## config.mk

```make
export PLATFORM = sky130hd
export DESIGN_NAME = png_gray8_stored_encoder
export DESIGN_NICKNAME = d
export VERILOG_FILES = /design/src/rtl/pnge_pkg.sv /design/src/rtl/png_gray8_stored_encoder.sv /design/src/rtl/pnge_ctrl.sv /design/src/rtl/pnge_dpath.sv
export SDC_FILE = /design/constraint.sdc
export NUM_CORES = 1
export LEC_CHECK = 0
export BUFFER_PORTS_ARGS = -buffer_cell sky130_fd_sc_hd__buf_4
export CAP_MARGIN = 40
export CORE_MARGIN = 2
export CORE_UTILIZATION = 25
export DETAILED_ROUTE_END_ITERATION = 6
export GPL_TIMING_DRIVEN = 0
export PLACE_DENSITY = 0.35
export SKIP_CTS_REPAIR_TIMING = 1
export SYNTH_ARGS = -nofsm -noshare
export SYNTH_HDL_FRONTEND = slang
export SYNTH_SLANG_ARGS = --single-unit
```

## constraint.sdc

```tcl
create_clock -name i_clk -period 13.48 [get_ports i_clk]
set_input_delay 2.696 -clock i_clk [delete_from_list [all_inputs] [get_ports i_clk]]
set_output_delay 2.696 -clock i_clk [all_outputs]
set_load 0.005 [all_outputs]
```

## src/rtl/pnge_pkg.sv

```systemverilog
// shared types, codes and byte tables of the png gray8 stored encoder
package pnge_pkg;

    localparam logic [3:0] SEL_CONST   = 4'd0;
    localparam logic [3:0] SEL_WIDTH   = 4'd1;
    localparam logic [3:0] SEL_HEIGHT  = 4'd2;
    localparam logic [3:0] SEL_IDATLEN = 4'd3;
    localparam logic [3:0] SEL_CRC     = 4'd4;
    localparam logic [3:0] SEL_ADLER   = 4'd5;
    localparam logic [3:0] SEL_BLKHDR  = 4'd6;
    localparam logic [3:0] SEL_FILTER  = 4'd7;
    localparam logic [3:0] SEL_PIXEL   = 4'd8;

    localparam logic       OP_BEGIN = 1'b0;
    localparam logic       CFG_WIDTH  = 1'b0;
    localparam logic       CFG_HEIGHT = 1'b1;

    localparam int BEGIN_BYTES = 43;
    localparam int TRAIL_BYTES = 20;

    typedef struct packed {
        logic       emit;
        logic [3:0] sel;
        logic [2:0] idx;
        logic [7:0] konst;
        logic       in_crc;
        logic       crc_init;
        logic       last;
        logic       eoi;
        logic       start;
        logic       take_pix;
    } t_cmd;

    typedef struct packed {
        logic out_free;
        logic fill_zero;
        logic col_zero;
        logic raw_one;
    } t_status;

    function automatic logic [31:0] crc_byte(input logic [31:0] c, input logic [7:0] b);
        logic [31:0] r;
        r = c ^ {24'd0, b};
        for (int k = 0; k < 8; k++) begin
            r = (r >> 1) ^ (r[0] ? 32'hedb88320 : 32'd0);
        end
        return r;
    endfunction

    function automatic t_cmd mk(input logic [3:0] sel, input logic [2:0] idx,
                                input logic [7:0] k, input logic crc, input logic init);
        t_cmd c;
        c = '0;
        c.emit = 1'b1;
        c.sel = sel;
        c.idx = idx;
        c.konst = k;
        c.in_crc = crc;
        c.crc_init = init;
        return c;
    endfunction

    function automatic t_cmd begin_step(input logic [5:0] i);
        t_cmd c;
        case (i)
            6'd0:  c = mk(SEL_CONST, 3'd0, 8'd137, 1'b0, 1'b0);
            6'd1:  c = mk(SEL_CONST, 3'd0, 8'd80, 1'b0, 1'b0);
            6'd2:  c = mk(SEL_CONST, 3'd0, 8'd78, 1'b0, 1'b0);
            6'd3:  c = mk(SEL_CONST, 3'd0, 8'd71, 1'b0, 1'b0);
            6'd4:  c = mk(SEL_CONST, 3'd0, 8'd13, 1'b0, 1'b0);
            6'd5:  c = mk(SEL_CONST, 3'd0, 8'd10, 1'b0, 1'b0);
            6'd6:  c = mk(SEL_CONST, 3'd0, 8'd26, 1'b0, 1'b0);
            6'd7:  c = mk(SEL_CONST, 3'd0, 8'd10, 1'b0, 1'b0);
            6'd8, 6'd9, 6'd10: c = mk(SEL_CONST, 3'd0, 8'd0, 1'b0, 1'b0);
            6'd11: c = mk(SEL_CONST, 3'd0, 8'd13, 1'b0, 1'b0);
            6'd12: c = mk(SEL_CONST, 3'd0, 8'd73, 1'b1, 1'b1);
            6'd13: c = mk(SEL_CONST, 3'd0, 8'd72, 1'b1, 1'b0);
            6'd14: c = mk(SEL_CONST, 3'd0, 8'd68, 1'b1, 1'b0);
            6'd15: c = mk(SEL_CONST, 3'd0, 8'd82, 1'b1, 1'b0);
            6'd16, 6'd17, 6'd18, 6'd19:
                c = mk(SEL_WIDTH, 3'(i - 6'd16), 8'd0, 1'b1, 1'b0);
            6'd20, 6'd21, 6'd22, 6'd23:
                c = mk(SEL_HEIGHT, 3'(i - 6'd20), 8'd0, 1'b1, 1'b0);
            6'd24: c = mk(SEL_CONST, 3'd0, 8'd8, 1'b1, 1'b0);
            6'd25, 6'd26, 6'd27, 6'd28: c = mk(SEL_CONST, 3'd0, 8'd0, 1'b1, 1'b0);
            6'd29, 6'd30, 6'd31, 6'd32:
                c = mk(SEL_CRC, 3'(i - 6'd29), 8'd0, 1'b0, 1'b0);
            6'd33, 6'd34, 6'd35, 6'd36:
                c = mk(SEL_IDATLEN, 3'(i - 6'd33), 8'd0, 1'b0, 1'b0);
            6'd37: c = mk(SEL_CONST, 3'd0, 8'd73, 1'b1, 1'b1);
            6'd38: c = mk(SEL_CONST, 3'd0, 8'd68, 1'b1, 1'b0);
            6'd39: c = mk(SEL_CONST, 3'd0, 8'd65, 1'b1, 1'b0);
            6'd40: c = mk(SEL_CONST, 3'd0, 8'd84, 1'b1, 1'b0);
            6'd41: c = mk(SEL_CONST, 3'd0, 8'h78, 1'b1, 1'b0);
            6'd42: begin
                c = mk(SEL_CONST, 3'd0, 8'h01, 1'b1, 1'b0);
                c.last = 1'b1;
            end
            default: c = mk(SEL_CONST, 3'd0, 8'd0, 1'b0, 1'b0);
        endcase
        return c;
    endfunction

    function automatic t_cmd trail_step(input logic [5:0] i);
        t_cmd c;
        case (i)
            6'd0, 6'd1, 6'd2, 6'd3: c = mk(SEL_ADLER, 3'(i), 8'd0, 1'b1, 1'b0);
            6'd4, 6'd5, 6'd6, 6'd7: c = mk(SEL_CRC, 3'(i - 6'd4), 8'd0, 1'b0, 1'b0);
            6'd8, 6'd9, 6'd10, 6'd11: c = mk(SEL_CONST, 3'd0, 8'd0, 1'b0, 1'b0);
            6'd12: c = mk(SEL_CONST, 3'd0, 8'd73, 1'b1, 1'b1);
            6'd13: c = mk(SEL_CONST, 3'd0, 8'd69, 1'b1, 1'b0);
            6'd14: c = mk(SEL_CONST, 3'd0, 8'd78, 1'b1, 1'b0);
            6'd15: c = mk(SEL_CONST, 3'd0, 8'd68, 1'b1, 1'b0);
            6'd16, 6'd17, 6'd18: c = mk(SEL_CRC, 3'(i - 6'd16), 8'd0, 1'b0, 1'b0);
            6'd19: begin
                c = mk(SEL_CRC, 3'd3, 8'd0, 1'b0, 1'b0);
                c.last = 1'b1;
                c.eoi = 1'b1;
            end
            default: c = mk(SEL_CONST, 3'd0, 8'd0, 1'b0, 1'b0);
        endcase
        return c;
    endfunction

endpackage

```

## src/rtl/png_gray8_stored_encoder.sv

```systemverilog
// png encoder for 8-bit gray pixels using stored deflate blocks, top level
// begin request: 43 output bytes at one per cycle unless the master side stalls
// pixel request: 1 to 7 bytes (0 with no open frame), plus 20 trailer bytes on the last pixel
// byte sequencer: one byte per cycle unless stalled, output register before the master side
// synchronous active-low reset: idle, no frame open, width and height registers at 1000
module png_gray8_stored_encoder #(
    parameter int MAX_WIDTH  = 4096,
    parameter int MAX_HEIGHT = 4096
) (
    input  logic        i_clk,
    input  logic        i_rst_n,
    input  logic        i_cfg_we,
    input  logic [1:0]  i_cfg_idx,
    input  logic [12:0] i_cfg_data,
    input  logic        s_axis_tvalid,
    output logic        s_axis_tready,
    input  logic [7:0]  s_axis_tdata,   // pixel
    input  logic        s_axis_tuser,   // op
    output logic        m_axis_tvalid,
    input  logic        m_axis_tready,
    output logic [7:0]  m_axis_tdata,   // out_byte
    output logic        m_axis_tlast,   // last_of_run
    output logic        m_axis_tuser    // end_of_image
);
    import pnge_pkg::*;

    t_cmd    w_cmd;
    t_status w_status;

    pnge_ctrl u_ctrl (
        .i_clk      (i_clk),
        .i_rst_n    (i_rst_n),
        .i_in_valid (s_axis_tvalid),
        .i_in_op    (s_axis_tuser),
        .o_in_ready (s_axis_tready),
        .i_status   (w_status),
        .o_cmd      (w_cmd)
    );

    pnge_dpath #(
        .MAX_WIDTH  (MAX_WIDTH),
        .MAX_HEIGHT (MAX_HEIGHT)
    ) u_dpath (
        .i_clk       (i_clk),
        .i_rst_n     (i_rst_n),
        .i_cfg_we    (i_cfg_we),
        .i_cfg_idx   (i_cfg_idx),
        .i_cfg_data  (i_cfg_data),
        .i_pixel     (s_axis_tdata),
        .i_cmd       (w_cmd),
        .o_status    (w_status),
        .i_out_ready (m_axis_tready),
        .o_out_valid (m_axis_tvalid),
        .o_out_byte  (m_axis_tdata),
        .o_out_last  (m_axis_tlast),
        .o_out_eoi   (m_axis_tuser)
    );

    a_eoi_last: assert property (@(posedge i_clk) disable iff (!i_rst_n)
        m_axis_tvalid && m_axis_tuser |-> m_axis_tlast)
        else $error("end of image without last");

    a_begin_busy: assert property (@(posedge i_clk) disable iff (!i_rst_n)
        s_axis_tvalid && s_axis_tready && s_axis_tuser == OP_BEGIN |=> !s_axis_tready)
        else $error("ready right after begin");

    a_emit_room: assert property (@(posedge i_clk) disable iff (!i_rst_n)
        w_cmd.emit |-> w_status.out_free)
        else $error("byte emitted into full output register");

endmodule

```

## src/rtl/pnge_ctrl.sv

```systemverilog
// sequencer that steps through the bytes of each request
module pnge_ctrl (
    input  logic             i_clk,
    input  logic             i_rst_n,
    input  logic             i_in_valid,
    input  logic             i_in_op,
    output logic             o_in_ready,
    input  pnge_pkg::t_status i_status,
    output pnge_pkg::t_cmd   o_cmd
);
    import pnge_pkg::*;

    localparam logic [1:0] ST_IDLE  = 2'd0;
    localparam logic [1:0] ST_BEGIN = 2'd1;
    localparam logic [1:0] ST_RAW   = 2'd2;
    localparam logic [1:0] ST_TRAIL = 2'd3;

    logic [1:0] r_state, n_state;
    logic [5:0] r_cnt, n_cnt;
    logic [2:0] r_hdr, n_hdr;
    logic       r_filt, n_filt;
    logic       r_active, n_active;
    logic       w_acc;

    assign o_in_ready = (r_state == ST_IDLE);
    assign w_acc = i_in_valid && o_in_ready;

    always_comb begin
        n_state = r_state;
        n_cnt = r_cnt;
        n_hdr = r_hdr;
        n_filt = r_filt;
        n_active = r_active;
        o_cmd = '0;
        case (r_state)
            ST_IDLE: begin
                if (w_acc) begin
                    if (i_in_op == OP_BEGIN) begin
                        o_cmd.start = 1'b1;
                        n_state = ST_BEGIN;
                        n_cnt = '0;
                        n_active = 1'b1;
                    end else if (r_active) begin
                        o_cmd.take_pix = 1'b1;
                        n_filt = i_status.col_zero;
                        n_hdr = '0;
                        n_state = ST_RAW;
                    end
                end
            end
            ST_BEGIN: begin
                if (i_status.out_free) begin
                    o_cmd = begin_step(r_cnt);
                    n_cnt = r_cnt + 6'd1;
                    if (r_cnt == 6'(BEGIN_BYTES - 1)) begin
                        n_state = ST_IDLE;
                    end
                end
            end
            ST_RAW: begin
                if (i_status.out_free) begin
                    if (i_status.fill_zero) begin
                        o_cmd = mk(SEL_BLKHDR, r_hdr, 8'd0, 1'b1, 1'b0);
                        n_hdr = r_hdr + 3'd1;
                    end else if (r_filt) begin
                        o_cmd = mk(SEL_FILTER, 3'd0, 8'd0, 1'b1, 1'b0);
                        n_filt = 1'b0;
                        n_hdr = '0;
                    end else begin
                        o_cmd = mk(SEL_PIXEL, 3'd0, 8'd0, 1'b1, 1'b0);
                        o_cmd.last = !i_status.raw_one;
                        if (i_status.raw_one) begin
                            n_state = ST_TRAIL;
                            n_cnt = '0;
                            n_active = 1'b0;
                        end else begin
                            n_state = ST_IDLE;
                        end
                    end
                end
            end
            ST_TRAIL: begin
                if (i_status.out_free) begin
                    o_cmd = trail_step(r_cnt);
                    n_cnt = r_cnt + 6'd1;
                    if (r_cnt == 6'(TRAIL_BYTES - 1)) begin
                        n_state = ST_IDLE;
                    end
                end
            end
            default: n_state = ST_IDLE;
        endcase
    end

    always_ff @(posedge i_clk) begin
        if (!i_rst_n) begin
            r_state <= ST_IDLE;
            r_cnt <= '0;
            r_hdr <= '0;
            r_filt <= 1'b0;
            r_active <= 1'b0;
        end else begin
            r_state <= n_state;
            r_cnt <= n_cnt;
            r_hdr <= n_hdr;
            r_filt <= n_filt;
            r_active <= n_active;
        end
    end

endmodule

```

## src/rtl/pnge_dpath.sv

```systemverilog
// counters, checksums, byte select and output register
module pnge_dpath #(
    parameter int MAX_WIDTH  = 4096,
    parameter int MAX_HEIGHT = 4096
) (
    input  logic              i_clk,
    input  logic              i_rst_n,
    input  logic              i_cfg_we,
    input  logic [1:0]        i_cfg_idx,
    input  logic [12:0]       i_cfg_data,
    input  logic [7:0]        i_pixel,
    input  pnge_pkg::t_cmd    i_cmd,
    output pnge_pkg::t_status o_status,
    input  logic              i_out_ready,
    output logic              o_out_valid,
    output logic [7:0]        o_out_byte,
    output logic              o_out_last,
    output logic              o_out_eoi
);
    import pnge_pkg::*;

    logic [12:0] r_cfg_w, r_cfg_h, r_fw, r_fh, r_col, w_fw, w_fh;
    logic [26:0] r_raw, r_raw_left;
    logic [27:0] w_t;
    logic [27:0] r_blocks;
    logic [31:0] r_idatlen, r_crc, w_crc_in, w_word;
    logic [15:0] r_fill, r_alo, r_ahi, w_len, w_alo, w_ahi;
    logic [16:0] w_alo_s, w_ahi_s;
    logic [2:0]  r_st;
    logic [7:0]  r_pix, w_byte;
    logic        w_data;

    always_comb begin
        if (r_cfg_w == 13'd0) w_fw = 13'd1;
        else if ({3'd0, r_cfg_w} > 16'(MAX_WIDTH)) w_fw = 13'(MAX_WIDTH);
        else w_fw = r_cfg_w;
        if (r_cfg_h == 13'd0) w_fh = 13'd1;
        else if ({3'd0, r_cfg_h} > 16'(MAX_HEIGHT)) w_fh = 13'(MAX_HEIGHT);
        else w_fh = r_cfg_h;
    end

    assign w_t = {1'b0, r_raw} + 28'd65534;
    assign w_len = (r_raw_left > 27'd65535) ? 16'hffff : r_raw_left[15:0];

    always_comb begin
        case (i_cmd.sel)
            SEL_WIDTH:   w_word = {19'd0, r_fw};
            SEL_HEIGHT:  w_word = {19'd0, r_fh};
            SEL_IDATLEN: w_word = r_idatlen;
            SEL_CRC:     w_word = ~r_crc;
            SEL_ADLER:   w_word = {r_ahi, r_alo};
            default:     w_word = 32'd0;
        endcase
        case (i_cmd.sel)
            SEL_WIDTH, SEL_HEIGHT, SEL_IDATLEN, SEL_CRC, SEL_ADLER:
                w_byte = 8'(w_word >> (5'd24 - {i_cmd.idx[1:0], 3'd0}));
            SEL_BLKHDR: begin
                case (i_cmd.idx)
                    3'd0:    w_byte = {7'd0, (r_raw_left <= 27'd65535)};
                    3'd1:    w_byte = w_len[7:0];
                    3'd2:    w_byte = w_len[15:8];
                    3'd3:    w_byte = ~w_len[7:0];
                    default: w_byte = ~w_len[15:8];
                endcase
            end
            SEL_FILTER:  w_byte = 8'd0;
            SEL_PIXEL:   w_byte = r_pix;
            default:     w_byte = i_cmd.konst;
        endcase
    end

    assign w_data = i_cmd.emit && (i_cmd.sel == SEL_FILTER || i_cmd.sel == SEL_PIXEL);
    assign w_crc_in = i_cmd.crc_init ? 32'hffffffff : r_crc;
    assign w_alo_s = {1'b0, r_alo} + {9'd0, w_byte};
    assign w_alo = (w_alo_s >= 17'd65521) ? 16'(w_alo_s - 17'd65521) : w_alo_s[15:0];
    assign w_ahi_s = {1'b0, r_ahi} + {1'b0, w_alo};
    assign w_ahi = (w_ahi_s >= 17'd65521) ? 16'(w_ahi_s - 17'd65521) : w_ahi_s[15:0];

    assign o_status.out_free = !o_out_valid || i_out_ready;
    assign o_status.fill_zero = (r_fill == 16'd0);
    assign o_status.col_zero = (r_col == 13'd0);
    assign o_status.raw_one = (r_raw_left == 27'd1);

    always_ff @(posedge i_clk) begin
        if (!i_rst_n) begin
            r_cfg_w <= 13'd1000;
            r_cfg_h <= 13'd1000;
            r_st <= '0;
            o_out_valid <= 1'b0;
            r_crc <= 32'hffffffff;
            r_alo <= 16'd1;
            r_ahi <= 16'd0;
            r_col <= '0;
            r_fill <= '0;
            r_raw_left <= '0;
        end else begin
            if (i_cfg_we && i_cfg_idx == {1'b0, CFG_WIDTH}) r_cfg_w <= i_cfg_data;
            if (i_cfg_we && i_cfg_idx == {1'b0, CFG_HEIGHT}) r_cfg_h <= i_cfg_data;
            r_st <= {r_st[1:0], i_cmd.start};
            if (i_cmd.start) begin
                r_alo <= 16'd1;
                r_ahi <= 16'd0;
                r_col <= '0;
                r_fill <= '0;
            end
            if (r_st[1]) r_raw_left <= r_raw;
            if (i_cmd.emit) begin
                o_out_valid <= 1'b1;
                if (i_cmd.in_crc) r_crc <= crc_byte(w_crc_in, w_byte);
            end else if (i_out_ready) begin
                o_out_valid <= 1'b0;
            end
            if (i_cmd.emit && i_cmd.sel == SEL_BLKHDR && i_cmd.idx == 3'd4) r_fill <= w_len;
            if (w_data) begin
                r_alo <= w_alo;
                r_ahi <= w_ahi;
                r_fill <= r_fill - 16'd1;
                r_raw_left <= r_raw_left - 27'd1;
            end
            if (i_cmd.emit && i_cmd.sel == SEL_PIXEL) begin
                if ({1'b0, r_col} + 14'd1 >= {1'b0, r_fw}) r_col <= '0;
                else r_col <= r_col + 13'd1;
            end
        end
    end

    always_ff @(posedge i_clk) begin
        if (i_cmd.start) begin
            r_fw <= w_fw;
            r_fh <= w_fh;
        end
        if (i_cmd.take_pix) r_pix <= i_pixel;
        if (r_st[0]) r_raw <= 27'(({1'b0, r_fw} + 14'd1) * {1'b0, r_fh});
        if (r_st[1]) r_blocks <= (w_t + (w_t >> 16) + 28'd1) >> 16;
        if (r_st[2]) r_idatlen <= 32'(r_raw) + 32'(r_blocks) * 32'd5 + 32'd6;
        if (i_cmd.emit) begin
            o_out_byte <= w_byte;
            o_out_last <= i_cmd.last;
            o_out_eoi <= i_cmd.eoi;
        end
    end

endmodule

```

## Word-level counts from Yosys, hierarchy flattened

Cells that the tools add are included.

- Register bits: 278
- Input port bits: 29
- Output and inout bits: 12
- Word-level logic and storage cells: 271

- Add/subtract/negate cells: 22
- $mul: 2
- Magnitude comparators: 7
- Equality and inequality tests: 71
- Shift-type cells: 1
- Mux-type cells: 83
- Bitwise gates (word level): 12
- Reduce and logical (&&, ||, !) cells: 47

Operator list:

| operator | count |
|---|---|
| $pmux W20 S21 | 1 |
| $mux W32 | 9 |
| $xor A31 B32 Y32 | 8 |
| $pmux W20 S8 | 1 |
| $pmux W32 S5 | 1 |
| $mux W16 | 9 |
| $eq A6 B5 Y1 const B | 16 |
| $mux W22 | 4 |
| $eq A6 B6 Y1 const B | 11 |
| $mux W13 | 5 |
| $pmux W8 S4 | 2 |
| $pmux W20 S3 | 1 |
| $mux W27 | 2 |
| $mux W6 | 7 |
| $logic_not A13 Y1 | 3 |
| $ge A17 B16 Y1 const B | 2 |
| $add A27 B31 Y32 | 1 |
| $add A32 B3 Y32 const B | 1 |
| $not A32 Y32 | 1 |
| $shr A32 B5 Y8 | 1 |
| $sub A16 B16 Y16 const B | 2 |
| $xor A32 B8 Y32 | 1 |
| $eq A6 B4 Y1 const B | 5 |
| $add A13 B1 Y14 const B | 2 |
| 62 further kinds | 149 |

## Logic depth before layout (Yosys ltp)

Gate-level depths: netlist (run 1).

- Depth in word-level cells: 27
- Mapped depth: 49
- Depth with buffers taken out: 43

## Hierarchy

Synthesis (run 1) repeated with hierarchy kept, for this count alone.

- Cells, all modules: 2875
- Area total of the unflattened synthesis: 24878.9 um^2

Modules (own cells, without submodules):

| module | instances | cells each | area an instance (um^2) | sequential area each (um^2) |
|---|---|---|---|---|
| pnge_dpath | 1 | 2643 | 23208.5 | 6336.1 |
| pnge_ctrl | 1 | 232 | 1670.4 | 260.2 |

## Worst setup path before layout (run 1)

OpenSTA, ideal clock, no wires.

- Path type: input to register
- From: in m_axis_tready
- To: reg u_dpath.r_ahi[2]
- Setup time: 124 ps
- Arrival: 11556 ps
- Data required time: 13356 ps
- Slack: 1799 ps
- Cell stages on the path: 41
- Path buffers: 3
- Path through: nand2b_1 nand2_1 nor4_2 o2111ai_1 a21oi_1 buf_2 nand3_1 o2111ai_1 o2111ai_1 a22oi_4 inv_1 fa_1 nor2b_1 o21ai_0 a21boi_0 o21ai_0 and3_1 nor2_1 [... 5 more ...] clkbuf_1 mux2i_1 ha_1 a21o_1 a21oi_1 o21bai_1 a21oi_1 o21bai_1 a221o_1 a211oi_1 o21bai_1 xnor2_1 or4_1 or4_1 clkbuf_1 or2_2 mux2i_1 a2111o_1

- Cells in the longest elaborated chain, start to end: 14
- Elaborated cells between the ends (all ways): 36
- Those cells by class: 5 x add/sub; 2 x order compare; 11 x eq/ne; 1 x shift; 11 x mux; 6 x reduce/logical

Ends and longest elaborated chain:

| item | RTL line | RTL |
|---|---|---|
| start, declared | png_gray8_stored_encoder.sv:20 | `input logic m_axis_tready,` |
| $logic_or A1 B1 Y1 * | pnge_dpath.sv:79 | `assign o_status.out_free = !o_out_valid \|\| i_out_ready;` |
| $mux W22 (on tied branches) | pnge_ctrl.sv:83, pnge_ctrl.sv:52, pnge_ctrl.sv:61 |  |
| $pmux W20 S3 * | pnge_ctrl.sv:35 | `case (r_state)` |
| parallel branches: the longest is 3 deep, another holds $sub A5 B5 Y5 | n/a |  |
| $pmux W8 S4 * | pnge_dpath.sv:54 | `case (i_cmd.sel)` |
| via u_dpath.w_byte[1] | pnge_dpath.sv:30 | `logic [7:0] r_pix, w_byte;` |
| $add A16 B8 Y17 * | pnge_dpath.sv:74 | `assign w_alo_s = {1'b0, r_alo} + {9'd0, w_byte};` |
| $sub A16 B16 Y16 / $ge A17 B16 Y1 (equally long branches) | pnge_dpath.sv:75 | `assign w_alo = (w_alo_s >= 17'd65521) ? 16'(w_alo_s - 17'd65521) : w_alo_s[15:0];` |
| $mux W16 * | pnge_dpath.sv:75 |  |
| $add A16 B16 Y17 * | pnge_dpath.sv:76 | `assign w_ahi_s = {1'b0, r_ahi} + {1'b0, w_alo};` |
| $sub A16 B16 Y16 / $ge A17 B16 Y1 (equally long branches) | pnge_dpath.sv:77 | `assign w_ahi = (w_ahi_s >= 17'd65521) ? 16'(w_ahi_s - 17'd65521) : w_ahi_s[15:0];` |
| $mux W16 * | pnge_dpath.sv:77 |  |
| $mux W16 * | pnge_dpath.sv:114 | `if (w_data) begin` |
| end signal, assigned | pnge_dpath.sv:116 | `r_ahi <= w_ahi;` |
| end, declared | pnge_dpath.sv:27 | `logic [15:0] r_fill, r_alo, r_ahi, w_len, w_alo, w_ahi;` |

Mark *: on every way through the listed nets, which the timed path passes.
A chain may end at the register's enable or synchronous reset.

## Final worst setup path (run 1)

Same ends and word-level chain as after synthesis.

==> results_dict.tcl, run 1 <==
set metrics [dict create \
    die-height_um 320.3 \
    reg2reg_setup_slack_ns 1.47 \
    max-slew-margin-rel_pct 39.33 \
    hold_class "flip-flop to flip-flop" \
    globalRouteMet2Util_pct 31.01 \
    cts.sinks 274 \
    start_util_pct 25.09 \
    cp.buffers_inverters 6 \
    antenna_found_initial 10 \
    design_area_um2 28640 \
    crit_type "primary input to flip-flop" \
    fin_crit_sh_pct 96.08 \
    dp.cells 4274 \
    design.die.area_um2 102600 \
    drcViolationCount 0 \
    ys_types 96 \
    vias 21710 \
    swShare_pct 43.03 \
    intPower_mw 3.142 \
    finalHoldViolations 0 \
    path_max_fanout 10 \
    path_clk_slew_ns 0.06 \
    power_density_nw_per_um2 192.6 \
    setup_ws_ns 0.5283 \
    total_power_mw 5.515 \
    critPathSlowestCell "or4_1" \
    maxCapViolations 0 \
    dpl_worst_slack_ns -0.6946 \
    overflow 0 \
    status "completed" \
    diodes 0 \
    setup_viol 0 \
    slowest_delay_ns 0.58 \
    synth_top_area_share_pct 13.32 \
    synthTopCellsByArea "edfxtp_1, dfxtp_1, fa_1, ha_1, nand2_1" \
    worst_pin_slew_ns 0.9031 \
    leakage_nw 11.78 \
    layout.nets 3376 \
    ys_ff_latch 274 \
    r2r_start "u_ctrl.r_cnt[0]$_SDFFE_PN0P_" \
    required_ns 13.95 \
    synth_cells 2910 \
    numPortBuffers 40 \
    clock-skew-final_ns 0.02874 \
    first_pass_iters 6 \
    synth_edf_count 111 \
    yosysSeqAreaShare_pct 26.37 \
    postPlaceCellArea_um2 27230 \
    synthToLayoutAreaGrowth_pct 14.48 \
    synth_top_flop_cell "dfxtp_1" \
    syn_area_um2 25020 \
    grt.busiest_layer "met2" \
    wl_per_cell_um 21.92 \
    num_rows 116 \
    async_reset_ff_share_pct 0 \
    htree_levels 2 \
    regToRegEndpoint "u_dpath.r_ahi[2]$_SDFFE_PN0P_" \
    cts_tree "built" \
    root_buffer "clkbuf_16" \
    maxSlewViolCount 0 \
    power_switching_mw 2.373 \
    final_cell_mix "nand2_1, inv_1, nor2_1" \
    grtUsageMet1_pct 24.04 \
    wirelength_um 95320 \
    grt_max_degree 23 \
    dp_hpwl_um 76710 \
    synth_largest_area_cell "edfxtp_1" \
    layout_commonest_cell "nand2_1" \
    fmax_mhz 77.21 \
    critPathTopFamily "compound AO/OA/AOI/OAI gates" \
    ir_worst_vdd_v 0.0001715 \
    seqPwrFrac_pct 22.1 \
    startpoint "m_axis_tready" \
    io_pins 41 \
    grt_use_total_pct 18.31 \
    endpoint "u_dpath.r_ahi[2]$_SDFFE_PN0P_" \
    cts_buffer_depth 3 \
    end_kind "flip-flop" \
    start_kind "primary input" \
    antenna_left 0 \
    grt_pass1_vias 21610 \
    comb_power_share_pct 58.0 \
    r2r_cells 45 \
    core_area_um2 99710 \
    numCtsBuffers 39 \
    rsz0062_at_grt "false" \
    arrival_ns 13.42 \
    synth-warning-count 0 \
    grt_pass1_wl_um 141600 \
    final_cells 4348 \
    drive_above_1_share_pct 6.393 \
    use_met3_pct 2.633 \
    avgSynthCellArea_um2 8.597 \
    clk_latency_ns 0.58 \
    mappedNetlistNets 3266 \
    p_clk_share_pct 19.9 \
    post-route-min-period_ns 12.95 \
    gp_congestion 0.8736 \
    crit_cells 43 \
    die_x_um 320.3 \
    viasPerCell 4.993 \
    drtIter0Drc 1554 \
]
## area by class of cell
type	count	area (um^2)
clock buffers	52	1035
flip-flops and latches	274	6596
fillers	10720	71070
plain buffers	135	569.3
clock inverters	19	299.0
well taps	1298	1624
inverters	250	938.4
repair buffers	69	611.8
multi-input cells	2251	16970
## power by group through the flow
stage               logic (mW)  clock network, mW  registers [mW]
floorplan                 2.33                  0            1.15
global placement          3.15                  0            1.24
detailed placement        3.22                  0            1.23
CTS                       3.25               1.14            1.22
global route              3.62               1.17            1.22
finish                    3.20               1.10            1.22
## metrics by stage
| step | utilization (%) | setup TNS, ns | hold WS, ns |
|---|---|---|---|
| finish | 28.72 | 0 | 0.4833 |
| global placement | 27.02 | -14.91 | 0.4771 |
| global route | 28.72 | 0 | 0.5136 |
| CTS | 28.65 | -1.271 | 0.4871 |
| detailed placement | 27.31 | -8.587 | 0.4785 |
| floorplan | - | 0 | 0.4429 |
## synth_stat cells (8+ instances only)
cell type	n
a31oi_1	22
inv_1	248
a21o_1	20
o41ai_1	8
nor2b_1	72
nor3b_1	13
nand2_1	361
a21oi_1	108
dfxtp_1	163
nor2_1	196
or2_2	12
a221oi_1	16
a22oi_1	9
edfxtp_1	111
fa_1	136
nor3_1	62
nand4_1	22
nand3_1	86
mux2i_1	26
o21a_1	15
clkbuf_1	108
o21ai_0	110
and2_1	113
o21bai_1	16
a211oi_1	26
buf_2	12
or4_1	15
and3_1	30
or3_1	23
ha_1	191
o22ai_1	17
a21boi_0	44
nor4_1	29
nand3b_1	10
o211ai_1	44
nand2b_1	21
buf_1	8
xor2_1	58
a22o_1	23
o31ai_1	11
xnor2_1	150
## per-layer routing
layer / routed length, um / vias up
li1: - / 10360
met1: 42550 / 10660
met2: 45320 / 552
met3: 4472 / 128
met4: 2943 / 4
met5: 27 / -
## registers in the layout, indices dropped and copies added (netlist names), 2 cells and up
| register | cells |
|---|---|
| u_ctrl.r_cnt | 6 |
| u_ctrl.r_hdr | 3 |
| u_ctrl.r_state | 2 |
| u_dpath.o_out_byte | 8 |
| u_dpath.r_ahi | 16 |
| u_dpath.r_alo | 16 |
| u_dpath.r_blocks | 12 |
| u_dpath.r_cfg_h | 13 |
| u_dpath.r_cfg_w | 13 |
| u_dpath.r_col | 13 |
| u_dpath.r_crc | 32 |
| u_dpath.r_fh | 13 |
| u_dpath.r_fill | 16 |
| u_dpath.r_fw | 13 |
| u_dpath.r_idatlen | 28 |
| u_dpath.r_pix | 8 |
| u_dpath.r_raw | 27 |
| u_dpath.r_raw_left | 27 |
| u_dpath.r_st | 3 |
## cells by family after synthesis
logic type / Yosys count / share of synthesized area [%]
AND/OR/NAND/NOR: 1091 / 21.50
multiplexers: 28 / 1.130
XOR/XNOR: 222 / 8.443
AO/OA/AOI/OAI: 583 / 16.10
adder cells (fa/ha/maj): 327 / 20.44
buffers and inverters: 385 / 6.017
flip-flops: 274 / 26.37
## worst min-delay path, stage by stage, from the launching register on
cell and delay, ns:
dfxtp_1 0.32, nand2_1 0.06, nand3_1 0.06
## how the worst min path moves through the flow
| stage | slack, ns | to | cells after the start | from |
|---|---|---|---|---|
| finish | 0.48 | u_dpath.r_cfg_w[8]$_SDFFE_PN1P_ | 2 | u_dpath.r_cfg_w[8]$_SDFFE_PN1P_ |
| global route | 0.51 | u_dpath.r_cfg_w[9]$_SDFFE_PN1P_ | 2 | u_dpath.r_cfg_w[9]$_SDFFE_PN1P_ |
| CTS | 0.49 | u_dpath.r_cfg_w[8]$_SDFFE_PN1P_ | 2 | u_dpath.r_cfg_w[8]$_SDFFE_PN1P_ |
| detailed placement | 0.48 | u_dpath.r_cfg_w[11]$_SDFFE_PN0P_ | 2 | u_dpath.r_cfg_w[11]$_SDFFE_PN0P_ |
| global placement | 0.48 | u_dpath.r_cfg_h[10]$_SDFFE_PN0P_ | 2 | u_dpath.r_cfg_h[10]$_SDFFE_PN0P_ |
| floorplan | 0.44 | u_dpath.r_cfg_h[0]$_SDFFE_PN0P_ | 2 | u_dpath.r_cfg_h[0]$_SDFFE_PN0P_ |
Note: power is estimated with default switching activity, not from simulation.
==> inputs of run 2 (changes only) <==
--- a/config.mk
+++ b/config.mk
@@ -11,6 +11,7 @@
 export CORE_UTILIZATION = 25
 export DETAILED_ROUTE_END_ITERATION = 6
 export GPL_TIMING_DRIVEN = 0
+export HOLD_SLACK_MARGIN = 0.1
 export PLACE_DENSITY = 0.35
 export SKIP_CTS_REPAIR_TIMING = 1
 export SYNTH_ARGS = -nofsm -noshare
==> constraint.sdc (replaced) <==
create_clock -name i_clk -period 13.7 [get_ports i_clk]
set_input_delay 2.74 -clock i_clk [delete_from_list [all_inputs] [get_ports i_clk]]
set_output_delay 2.74 -clock i_clk [all_outputs]
set_load 0.005 [all_outputs]
==> results_dict.tcl, run 2 (synthesized netlist as in run 1, its figures left out) <==
set metrics [dict create \
    rsz0062_at_grt "false" \
    antenna_found_initial 10 \
    largest_register "u_dpath.r_crc" \
    nFillCells 10720 \
    start_kind "primary input" \
    grt_max_degree 23 \
    path_max_fanout 10 \
    antenna_left 0 \
    post-route-min-period_ns 13.13 \
    power_density_nw_per_um2 189.5 \
    numCtsBuffers 39 \
    design.die.area_um2 102600 \
    first_pass_iters 5 \
    maxSlewViolCount 0 \
    slowest_delay_ns 0.58 \
    die-height_um 320.3 \
    cts.sinks 274 \
    htree_levels 2 \
    overflow 0 \
    hold-worst-slack_ns 0.4833 \
    grt_pass1_wl_um 141600 \
    hold_class "flip-flop to flip-flop" \
    start_util_pct 25.09 \
    ir_worst_vdd_v 0.0001689 \
    dp_hpwl_um 76710 \
    grt_use_total_pct 18.31 \
    num_rows 116 \
    cts_buffer_depth 3 \
    total_power_mw 5.423 \
    cp_common_cell "a21oi_1" \
    die_x_um 320.3 \
    required_ns 14.17 \
    path_clk_slew_ns 0.06 \
    final_cell_mix "nand2_1, inv_1, nor2_1" \
    root_buffer "clkbuf_16" \
    clock-skew-final_ns 0.02916 \
    drcViolationCount 0 \
    end_kind "flip-flop" \
    arrival_ns 13.59 \
    leakage_nw 11.76 \
    critPathSlowestCell "or4_1" \
    worst_pin_slew_ns 0.8862 \
    numPortBuffers 40 \
    reg2reg_setup_slack_ns 1.58 \
    clk_latency_ns 0.58 \
    viasPerCell 4.982 \
    vias 21650 \
    maxCapViolations 0 \
    layout_commonest_cell "nand2_1" \
    core_area_um2 99710 \
    fin_crit_sh_pct 95.81 \
    reg.largest.list "u_dpath.r_crc x32, u_dpath.r_idatlen x28" \
    largest_register_ff_count 32 \
    crit_type "primary input to flip-flop" \
    grt_pass1_vias 21610 \
    wirelength_um 95320 \
    layout.nets 3373 \
    fmax_mhz 76.18 \
    max-slew-margin-rel_pct 40.47 \
    synthToLayoutAreaGrowth_pct 14.36 \
    design_area_um2 28610 \
    cts_tree "built" \
    drtIter0Drc 1679 \
    postPlaceCellArea_um2 27230 \
    gp_congestion 0.8736 \
    status "completed" \
    io_pins 41 \
    wl_per_cell_um 21.93 \
    finalHoldViolations 0 \
    setup_viol 0 \
    drive_above_1_share_pct 6.236 \
]
==> run 2: cell count changes in the layout (fill, tap and decap cells not counted) <==
cell and delta:
buf_4 -3, a21oi_1 +1, a21oi_2 -1, diode_2 +1, o31ai_1 +1, o31ai_2 -1
==> run 2: area by class of cell <==
class,instances,area [um^2],share of cell area (%)
inverter,250,938.4,3.280
sequential,274,6596,23.06
clock buffer,52,1035,3.617
tap,1298,1624,5.677
antenna,1,2.502,0.008747
multi-input combinational,2251,16960,59.27
clock inverter,19,299.0,1.045
timing repair buffer,66,589.3,2.060
buffer,135,569.3,1.990
==> run 2: where the power goes <==
part           leakage (nW)  switching, mW  internal [mW]
registers              2.33          0.130           1.07
logic                  8.79           1.79           1.36
clock network         0.632          0.418          0.665
total                  11.8           2.33           3.09
==> run 2: final timing paths <==
kind              depth (start not counted)                               to                             from
hold / removal                            2  u_dpath.r_cfg_w[8]$_SDFFE_PN1P_  u_dpath.r_cfg_w[8]$_SDFFE_PN1P_
setup / recovery                         43    u_dpath.r_ahi[2]$_SDFFE_PN0P_                    m_axis_tready
hold reg to reg                           2  u_dpath.r_cfg_w[8]$_SDFFE_PN1P_  u_dpath.r_cfg_w[8]$_SDFFE_PN1P_
setup reg to reg                         46    u_dpath.r_ahi[2]$_SDFFE_PN0P_     u_ctrl.r_cnt[0]$_SDFFE_PN0P_
==> run 2: stage by stage <==
| step | std cells | utilization (%) | setup WS, ns | setup TNS, ns |
|---|---|---|---|---|
| after floorplan | 2910 | - | 1.975 | 0 |
| after global placement | 4248 | 27.02 | -0.9137 | -12.10 |
| after detailed placement | 4274 | 27.31 | -0.5186 | -5.947 |
| after CTS | 4345 | 28.65 | 0.02009 | 0 |
| after global routing | 4345 | 28.69 | 0.05125 | 0 |
| final | 4346 | 28.69 | 0.5735 | 0 |
==> run 2: metal layers <==
metal / track usage, % / share of wire [%] / up-vias
met5: 0 / 0.023 / -
met4: 5.550 / 3.0 / 4
met3: 2.633 / 4.8 / 129
met2: 31.01 / 47 / 540
met1: 24.04 / 45 / 10610
li1: - / - / 10360
==> run 2: worst max-delay path: cells and delay by family <==
kind                     cells  cell delay, ns
buffers and inverters        6            1.23
AO/OA/AOI/OAI               21            5.19
AND/OR/NAND/NOR             10            2.85
adder cells (fa/ha/maj)      3            0.91
XOR/XNOR                     1            0.19
multiplexers                 2            0.44
